--- config.mk ---
export PLATFORM = sky130hd
export DESIGN_NAME = metric_slot_aggregator_top_flat
export DESIGN_NICKNAME = d
export VERILOG_FILES = /design/src/msa_pkg.sv /design/src/msa_in_if.sv /design/src/msa_out_if.sv /design/src/msa_ram.sv /design/src/metric_slot_aggregator_top.sv /design/src/flat_wrapper.sv
export VERILOG_INCLUDE_DIRS = /design/src /design/src/src
export SDC_FILE = /design/constraint.sdc
export NUM_CORES = 2
export LEC_CHECK = 0
export BUFFER_PORTS_ARGS = -buffer_cell sky130_fd_sc_hd__buf_4
export CAP_MARGIN = 20
export CORE_UTILIZATION = 50
export CTS_CLUSTER_DIAMETER = 60
export CTS_CLUSTER_SIZE = 25
export DETAILED_ROUTE_END_ITERATION = 8
export GPL_TIMING_DRIVEN = 0
export HOLD_SLACK_MARGIN = 0.03
export PLACE_DENSITY_LB_ADDON = 0.2
export SLEW_MARGIN = 20
export SYNTH_ARGS = -nofsm -noshare
export SYNTH_HDL_FRONTEND = slang
export SYNTH_HIERARCHICAL = 1
export SYNTH_SLANG_ARGS = --single-unit
export TNS_END_PERCENT = 100
--- constraint.sdc ---
create_clock -name clk -period 13.85 [get_ports clk]
set_input_delay 3.4625 -clock clk [delete_from_list [all_inputs] [get_ports clk]]
set_output_delay 3.4625 -clock clk [all_outputs]
set_load 0.005 [all_outputs]
--- src/metric_slot_aggregator_top_assert.svh ---
// Assertion macros for the metric slot aggregator.
// Each macro takes a label, an antecedent and a consequent.
`ifndef METRIC_SLOT_AGGREGATOR_TOP_ASSERT_SVH
`define METRIC_SLOT_AGGREGATOR_TOP_ASSERT_SVH
`ifndef SYNTHESIS
`define MSA_ASSERT_SAME(label, ante, cons) \
  label: assert property (@(posedge clk) disable iff (rst) (ante) |-> (cons)) \
    else $error("metric slot aggregator check failed");
`define MSA_ASSERT_NEXT(label, ante, cons) \
  label: assert property (@(posedge clk) disable iff (rst) (ante) |=> (cons)) \
    else $error("metric slot aggregator check failed");
`else
`define MSA_ASSERT_SAME(label, ante, cons)
`define MSA_ASSERT_NEXT(label, ante, cons)
`endif
`endif

--- src/msa_pkg.sv ---
`default_nettype none
package msa_pkg;

  localparam int SLOTS_DEF    = 16;
  localparam int KEY_BITS_DEF = 16;

  localparam logic [1:0] OP_ADD   = 2'd0;
  localparam logic [1:0] OP_SET   = 2'd1;
  localparam logic [1:0] OP_CLEAR = 2'd2;
  localparam logic [1:0] OP_NONE  = 2'd3;

  typedef struct packed {
    logic [1:0]         op;
    logic [15:0]        name_key;
    logic signed [63:0] amount;
  } in_beat_t;

  typedef struct packed {
    logic               accepted;
    logic [3:0]         slot_index;
    logic signed [63:0] slot_value;
    logic [31:0]        drop_total;
    logic               table_empty;
  } out_beat_t;

endpackage
`default_nettype wire

--- src/msa_in_if.sv ---
`default_nettype none
interface msa_in_if;
  import msa_pkg::*;

  logic     valid;
  logic     ready;
  in_beat_t data;

  modport source (output valid, output data, input ready);
  modport sink (input valid, input data, output ready);
endinterface
`default_nettype wire

--- src/msa_out_if.sv ---
`default_nettype none
interface msa_out_if;
  import msa_pkg::*;

  logic      valid;
  logic      ready;
  out_beat_t data;

  modport source (output valid, output data, input ready);
  modport sink (input valid, input data, output ready);
endinterface
`default_nettype wire

--- src/msa_ram.sv ---
`default_nettype none
module msa_ram #(
  parameter int WIDTH = 8,
  parameter int DEPTH = 16
) (
  input  wire logic                                  clk,
  input  wire logic                                  we,
  input  wire logic [(DEPTH > 1 ? $clog2(DEPTH) : 1)-1:0] waddr,
  input  wire logic [WIDTH-1:0]                      wdata,
  input  wire logic                                  re,
  input  wire logic [(DEPTH > 1 ? $clog2(DEPTH) : 1)-1:0] raddr,
  output logic      [WIDTH-1:0]                      rdata
);

  logic [WIDTH-1:0] mem [DEPTH];

  always_ff @(posedge clk) begin
    if (we) begin
      mem[waddr] <= wdata;
    end
    if (re) begin
      rdata <= mem[raddr];
    end
  end

endmodule
`default_nettype wire

--- src/metric_slot_aggregator_top.sv ---
// Metric slot aggregator.
// The req channel carries one update beat: op (counter add, gauge set or
// clear), name_key and a signed 64-bit amount. The rsp channel returns one
// beat per request with the accepted flag, slot index, slot value, drop
// total and table empty flag. Both channels use valid and ready.
// A counter add or gauge set scans the key store one slot per cycle through
// a single registered-read RAM port and stops at the first match. The rsp
// beat is built step by step after acceptance: a decode, a scan through the
// read latency, a decision on a free slot or a drop if nothing matched, a
// write of the slot, and a load of the output register. A hit goes from
// the scan straight to the write, and a drop on a full table skips the write.
// A clear or an unused op code goes from the decode to the output register.
// One request is in work at a time; req.ready is high only while idle, so
// a request is taken only after the one before has finished.
// The rsp beat sits in an output register, so a new request is taken while
// a finished beat waits; if the receiver stalls, the next beat waits in the
// block until the register frees, and req.ready stays low meanwhile.
// Reset empties the table and zeroes the drop count at once; slot contents
// are only read for slots marked in use, so the RAM needs no clearing.
`default_nettype none
module metric_slot_aggregator_top #(
  parameter int SLOTS    = msa_pkg::SLOTS_DEF,
  parameter int KEY_BITS = msa_pkg::KEY_BITS_DEF
) (
  input wire logic clk,
  input wire logic rst,
  msa_in_if.sink   req,
  msa_out_if.source rsp
);
  import msa_pkg::*;

`include "metric_slot_aggregator_top_assert.svh"

  localparam int IW = (SLOTS > 1) ? $clog2(SLOTS) : 1;
  localparam int CW = $clog2(SLOTS + 1);
  localparam int KW = (KEY_BITS < 16) ? KEY_BITS : 16;
  localparam int RW = 1 + KW + 64;
  localparam logic [CW-1:0] SLOTS_C = CW'(SLOTS);

  localparam logic [2:0] ST_IDLE   = 3'd0;
  localparam logic [2:0] ST_EXEC   = 3'd1;
  localparam logic [2:0] ST_SCAN   = 3'd2;
  localparam logic [2:0] ST_DECIDE = 3'd3;
  localparam logic [2:0] ST_WRITE  = 3'd4;
  localparam logic [2:0] ST_FINISH = 3'd5;

  logic [2:0]         state;
  logic [1:0]         op_r;
  logic [KW-1:0]      key_r;
  logic               gauge_r;
  logic signed [63:0] amount_r;
  logic [SLOTS-1:0]   in_use;
  logic [CW-1:0]      used_cnt;
  logic [31:0]        drop;
  logic [CW-1:0]      scan_cnt;
  logic               chk_vld;
  logic [IW-1:0]      chk_idx;
  logic               have_free;
  logic [IW-1:0]      free_idx;
  logic [IW-1:0]      hit_idx;
  logic               claim;
  logic signed [63:0] base;
  logic               res_acc;
  logic [IW-1:0]      res_idx;
  logic signed [63:0] res_val;
  logic               out_vld;
  out_beat_t          out_data;
  logic               fin_go;

  logic               ram_re;
  logic               ram_we;
  logic [IW-1:0]      ram_raddr;
  logic [RW-1:0]      ram_wdata;
  logic [RW-1:0]      ram_rdata;
  logic               rd_gauge;
  logic [KW-1:0]      rd_key;
  logic signed [63:0] rd_total;
  logic               hit_now;
  logic               free_now;
  logic signed [63:0] new_total;
  logic [IW+3:0]      res_idx_ext;

  msa_ram #(
    .WIDTH (RW),
    .DEPTH (SLOTS)
  ) u_slot_ram (
    .clk   (clk),
    .we    (ram_we),
    .waddr (hit_idx),
    .wdata (ram_wdata),
    .re    (ram_re),
    .raddr (ram_raddr),
    .rdata (ram_rdata)
  );

  always_comb begin
    ram_re      = (state == ST_SCAN) && (scan_cnt < SLOTS_C);
    ram_raddr   = scan_cnt[IW-1:0];
    rd_gauge    = ram_rdata[KW+64];
    rd_key      = ram_rdata[KW+63:64];
    rd_total    = ram_rdata[63:0];
    hit_now     = chk_vld && in_use[chk_idx] && (rd_gauge == gauge_r) && (rd_key == key_r);
    free_now    = chk_vld && !in_use[chk_idx];
    new_total   = gauge_r ? amount_r : base + amount_r;
    ram_we      = (state == ST_WRITE);
    ram_wdata   = {gauge_r, key_r, new_total};
    res_idx_ext = {4'b0000, res_idx};
    fin_go      = (state == ST_FINISH) && (!out_vld || rsp.ready);
  end

  assign req.ready = (state == ST_IDLE);
  assign rsp.valid = out_vld;
  assign rsp.data  = out_data;

  always_ff @(posedge clk) begin
    if (rst) begin
      state    <= ST_IDLE;
      in_use   <= '0;
      used_cnt <= '0;
      drop     <= '0;
      out_vld  <= 1'b0;
      chk_vld  <= 1'b0;
    end else begin
      if (fin_go) begin
        out_vld <= 1'b1;
      end else if (rsp.ready) begin
        out_vld <= 1'b0;
      end
      case (state)
        ST_IDLE: begin
          if (req.valid) begin
            op_r     <= req.data.op;
            key_r    <= req.data.name_key[KW-1:0];
            amount_r <= req.data.amount;
            state    <= ST_EXEC;
          end
        end
        ST_EXEC: begin
          gauge_r   <= (op_r == OP_SET);
          res_acc   <= 1'b0;
          res_idx   <= '0;
          res_val   <= '0;
          scan_cnt  <= '0;
          chk_vld   <= 1'b0;
          have_free <= 1'b0;
          case (op_r)
            OP_CLEAR: begin
              in_use   <= '0;
              used_cnt <= '0;
              drop     <= '0;
              res_acc  <= 1'b1;
              state    <= ST_FINISH;
            end
            OP_NONE: begin
              state <= ST_FINISH;
            end
            default: begin
              state <= ST_SCAN;
            end
          endcase
        end
        ST_SCAN: begin
          if (hit_now) begin
            hit_idx <= chk_idx;
            base    <= rd_total;
            claim   <= 1'b0;
            chk_vld <= 1'b0;
            state   <= ST_WRITE;
          end else begin
            if (free_now && !have_free) begin
              have_free <= 1'b1;
              free_idx  <= chk_idx;
            end
            chk_vld <= ram_re;
            chk_idx <= scan_cnt[IW-1:0];
            if (ram_re) begin
              scan_cnt <= scan_cnt + CW'(1);
            end else if (!chk_vld) begin
              state <= ST_DECIDE;
            end
          end
        end
        ST_DECIDE: begin
          if (have_free) begin
            hit_idx <= free_idx;
            base    <= '0;
            claim   <= 1'b1;
            state   <= ST_WRITE;
          end else begin
            if (drop != 32'hFFFF_FFFF) begin
              drop <= drop + 32'd1;
            end
            state <= ST_FINISH;
          end
        end
        ST_WRITE: begin
          in_use[hit_idx] <= 1'b1;
          if (claim) begin
            used_cnt <= used_cnt + CW'(1);
          end
          res_acc <= 1'b1;
          res_idx <= hit_idx;
          res_val <= new_total;
          state   <= ST_FINISH;
        end
        ST_FINISH: begin
          if (fin_go) begin
            state <= ST_IDLE;
          end
        end
        default: begin
          state <= ST_IDLE;
        end
      endcase
    end
    if (!rst && fin_go) begin
      out_data.accepted    <= res_acc;
      out_data.slot_index  <= res_idx_ext[3:0];
      out_data.slot_value  <= res_val;
      out_data.drop_total  <= drop;
      out_data.table_empty <= (used_cnt == '0);
    end
  end

  // The in-use count must be zero exactly when no in-use flag is set.
  `MSA_ASSERT_SAME(a_used_cnt_tracks_flags, 1'b1, ((used_cnt == '0) == (in_use == '0)))
  `MSA_ASSERT_NEXT(a_clear_empties, (state == ST_EXEC) && (op_r == OP_CLEAR),
                   (in_use == '0) && (drop == '0))
  `MSA_ASSERT_SAME(a_drop_monotonic, 1'b1,
                   (drop >= $past(drop)) || $past((state == ST_EXEC) && (op_r == OP_CLEAR)))
  `MSA_ASSERT_NEXT(a_scan_only_on_update, (state == ST_EXEC) && (op_r == OP_CLEAR),
                   state == ST_FINISH)

endmodule
`default_nettype wire
--- src/flat_wrapper.sv ---
// flat-port wrapper written by rule: the top's interface ports become plain ports
module metric_slot_aggregator_top_flat import msa_pkg::*;
#(
  parameter int SLOTS    = msa_pkg::SLOTS_DEF,
  parameter int KEY_BITS = msa_pkg::KEY_BITS_DEF
)
  (clk, rst, req_valid, req_data, req_ready, rsp_valid, rsp_data, rsp_ready);
  msa_in_if req_i ();
  msa_out_if rsp_i ();
  input wire logic clk;
  input wire logic rst;
  input wire logic [$bits(req_i.valid)-1:0] req_valid;
  input wire logic [$bits(req_i.data)-1:0] req_data;
  output wire logic [$bits(req_i.ready)-1:0] req_ready;
  output wire logic [$bits(rsp_i.valid)-1:0] rsp_valid;
  output wire logic [$bits(rsp_i.data)-1:0] rsp_data;
  input wire logic [$bits(rsp_i.ready)-1:0] rsp_ready;
  assign req_i.valid = req_valid;
  assign req_i.data = req_data;
  assign req_ready = req_i.ready;
  assign rsp_valid = rsp_i.valid;
  assign rsp_data = rsp_i.data;
  assign rsp_i.ready = rsp_ready;
  metric_slot_aggregator_top #(.SLOTS(SLOTS), .KEY_BITS(KEY_BITS)) u_core (.clk(clk), .rst(rst), .req(req_i), .rsp(rsp_i));
endmodule
==> key figures <==
Outcome
  – Outcome: finished clean

Clock tree
  – Clock latency on the worst-skew pair: 790 ps
  – Setup bufs post-CTS: 0
  – CTS Buf Count: 121
  – TritonCTS clock tree: yes
  – Max clock buf depth: 3
  – Depth of the CTS H-tree: 3
  – Clock sinks: 1772
  – Clk pin slew, worst setup/hold paths: 80 ps
  – Hold buffer count at cts: 0
  – Cts repair resizes: 0
  – CTS root buffer: clkbuf_16

GRT
  – First-pass GRT wire length: 255000 µm
  – Global route overflow: 0
  – Pin count of the biggest net entering global routing: 36
  – Initial antenna violation count: 9
  – Vias in the first global route: 36300
  – Tot GR Track Use: 25.4%

Placement
  – Port Buf Inserts: 188
  – Detailed Place HPWL: 119000 µm
  – Pre-CTS setup slack: 7600 ps
  – Cells after DPL: 5812
  – Total placed instance area: 76000 µm²
  – Routability Congestion: 0.921

Worst setup path
  – WP data arrival: 6910 ps
  – Max FO, Critical Path: 13
  – CP cell instances: clkbuf_1, nor2_1, nand2_1, inv_1, clkbuf_2, buf_16, clkbuf_1, nand3b_1, nor3_2, buf_4, buf_6, buf_4, buf_4, buf_4
  – Setup crit end kind: flop
  – Worst Path Required: 14330 ps
  – Cell mode on critical path: buf_4
  – Slowest cell on crit path: clkbuf_1
  – CP Class: flop to flop
  – CP Launch Type: flop
  – Worst path max stage delay: 910 ps

Yosys
  – Post-synth EDFFs: 1714
  – Yosys synthesis warning count: 6
  – Dominant register cell in the synthesized netlist: edfxtp_1
  – Syn Nets: 3813
  – Cells after Synth: 3659
  – Post-synthesis cell area: 69400 µm²
  – #FFs+latches synth: 1772
  – Post-synthesis sequential area ratio: 75.8%
  – Synth unique cells: 75
  – Syn Area/Cell: 19.0 µm²
  – Top-count cell post-synth: edfxtp_1
  – Cell taking the most area after synthesis: edfxtp_1
  – Synth top area share: 74.1%
  – Post-synth ARST share: 0%
  – Synth top area cells: edfxtp_1 74%, mux4_2 11%, a22oi_1 1.8%
  – Synth top cells by count: 1714 x edfxtp_1, 329 x mux4_2, 214 x nand2_1

STA
  – Hold slack: 412 ps
  – Hold Fails Final Rpt: 0
  – TNS Setup: 0 ps
  – Setup violations, final: 0
  – Post-route setup slack: 7420 ps
  – Least-Margin Pin Slew: 1260 ps
  – Worst relative slew slack: 15.4%
  – Clk_skew: 48.2 ps
  – Crit share post-route: 46.4%
  – Final Critical Period: 6430 ps
  – RSZ-0062 raised after global routing: false
  – Max Freq: 0.156 GHz
  – Pins Over Slew Limit: 0

Cells and area
  – Layout Utilization: 58.4%
  – Layout area overhead: 15.8%
  – Share of layout cells above drive strength 1: 24.2%
  – Fin cells: 6046
  – Fill count: 10000
  – Total Nets Final: 4297
  – Cell area after layout: 80400 µm²

Routing
  – Antenna Violating Nets Remaining: 0
  – Via count: 37200
  – WL/cell: 29.4 µm
  – First-pass detailed-route iteration total: 6
  – Drt total wl: 178000 µm
  – DR vias/cell: 6.15
  – Initial detailed-routing violation count: 4510
  – Remaining DRCs: 0

Die
  – # IOs: 190
  – # rows: 136
  – Initial Util: 50.4%
  – Core ar.: 138000 µm²
  – Die height: 375 µm
  – Die W: 375 µm
  – Full die area: 140000 µm²

Min path
  – Hold crit path type: flop to flop

Power and ir drop
  – PwrDens: 133 nW/µm²
  – Power Total: 10.7 mW
  – Peak VDD IR: 0.110 mV
  – Pleak: 26.4 nW

Run
  – Max cap viols: 0
## critical path: cells and delay by family (launching register included)
family	cells	cell delay, ps
flops	1	320
buf+inv	10	3390
simple gates	4	2370
## cells by family after synthesis
| group | after synthesis | synth area share (%) |
|---|---|---|
| flip-flops | 1772 | 75.8 |
| AND/OR/NAND/NOR | 649 | 4.58 |
| AO/OA/AOI/OAI | 501 | 4.82 |
| multiplexers | 337 | 10.8 |
| buffers and inverters | 224 | 1.41 |
| XOR/XNOR | 108 | 1.36 |
| adder cells (fa/ha/maj) | 68 | 1.24 |
## state kept, by name, summed over array words and instances (netlist names), 2 cells and up
| signal | count |
|---|---|
| u_core/scan_cnt | 5 |
| u_core/rsp.data | 102 |
| u_core/state | 3 |
| u_core/in_use | 16 |
| u_core/drop | 32 |
| u_core/hit_idx | 4 |
| u_core/key_r | 16 |
| u_core/amount_r | 64 |
| u_core/u_slot_ram/rdata | 81 |
| u_core/op_r | 2 |
| u_core/used_cnt | 5 |
| u_core/res_val | 64 |
| u_core/chk_idx | 4 |
| u_core/res_idx | 4 |
| u_core/free_idx | 4 |
| u_core/u_slot_ram/mem | 1296 |
| u_core/base | 64 |
## cell type report
class,instances,area (µm²),area share [%]
clock buffers,125,3060,3.81
flip-flops and latches,1772,52600,65.4
diodes,3,7.51,0.00933
multi-input cells,1663,16100,20.0
well taps,1794,2240,2.79
clock inverters,104,1290,1.60
inverters,44,165,0.205
plain buffers,180,816,1.01
repair buffers,361,4140,5.15
## per-layer routing
| layer | up-vias | share of wire (%) | GRT usage, % |
|---|---|---|---|
| met1 | 19500 | 42 | 38.0 |
| met4 | 0 | 1.9 | 5.90 |
| met3 | 209 | 9.0 | 3.90 |
| met2 | 1793 | 47 | 39.6 |
| met5 | - | 0 | 0 |
| li1 | 15700 | - | - |
## final timing paths
| path | from | to | slack, ps | cells past startpoint |
|---|---|---|---|---|
| min | u_core/res_val[27] | u_core/rsp.data[60] | 410 | 0 |
| max | u_core/state[0] | u_core/u_slot_ram/mem[8][6] | 7420 | 14 |
| min reg2reg | u_core/res_val[27] | u_core/rsp.data[60] | 410 | 0 |
| max reg2reg | u_core/state[0] | u_core/u_slot_ram/mem[8][6] | 7420 | 14 |
## power breakdown
part | switching, mW | internal (mW) | leakage [nW]
Clock | 2.01 | 1.91 | 2.11
Sequential | 0.0433 | 6.00 | 16.0
Combinational | 0.489 | 0.268 | 8.29
Total | 2.55 | 8.18 | 26.4
## placed cells by master, fill, tap and decap left out, types with 10 or more instances in the layout
cell type and instances:
nor2b_1 18, nor2_4 14, nor2_1 116, clkinv_8 14
buf_1 18, o21ai_0 37, and3_1 20, inv_1 44
a21o_1 26, o21a_1 12, buf_4 285, nand2b_1 12
nor3_1 22, a21oi_1 109, edfxtp_1 1714, bufinv_16 10
ha_1 67, xor2_1 49, inv_8 14, nand3_1 26
a22oi_1 164, o21bai_1 17, buf_2 32, mux4_2 329
a31oi_1 14, clkbuf_1 107, and2_1 124, nand4_1 42
dfxtp_1 58, buf_6 18, clkinv_4 13, nand2_1 214
inv_6 18, o21ai_1 35, clkbuf_16 122, clkinv_1 10
xnor2_1 59, buf_16 49, buf_12 30, o21ai_2 19
Power figures use the tool's default switching activity.
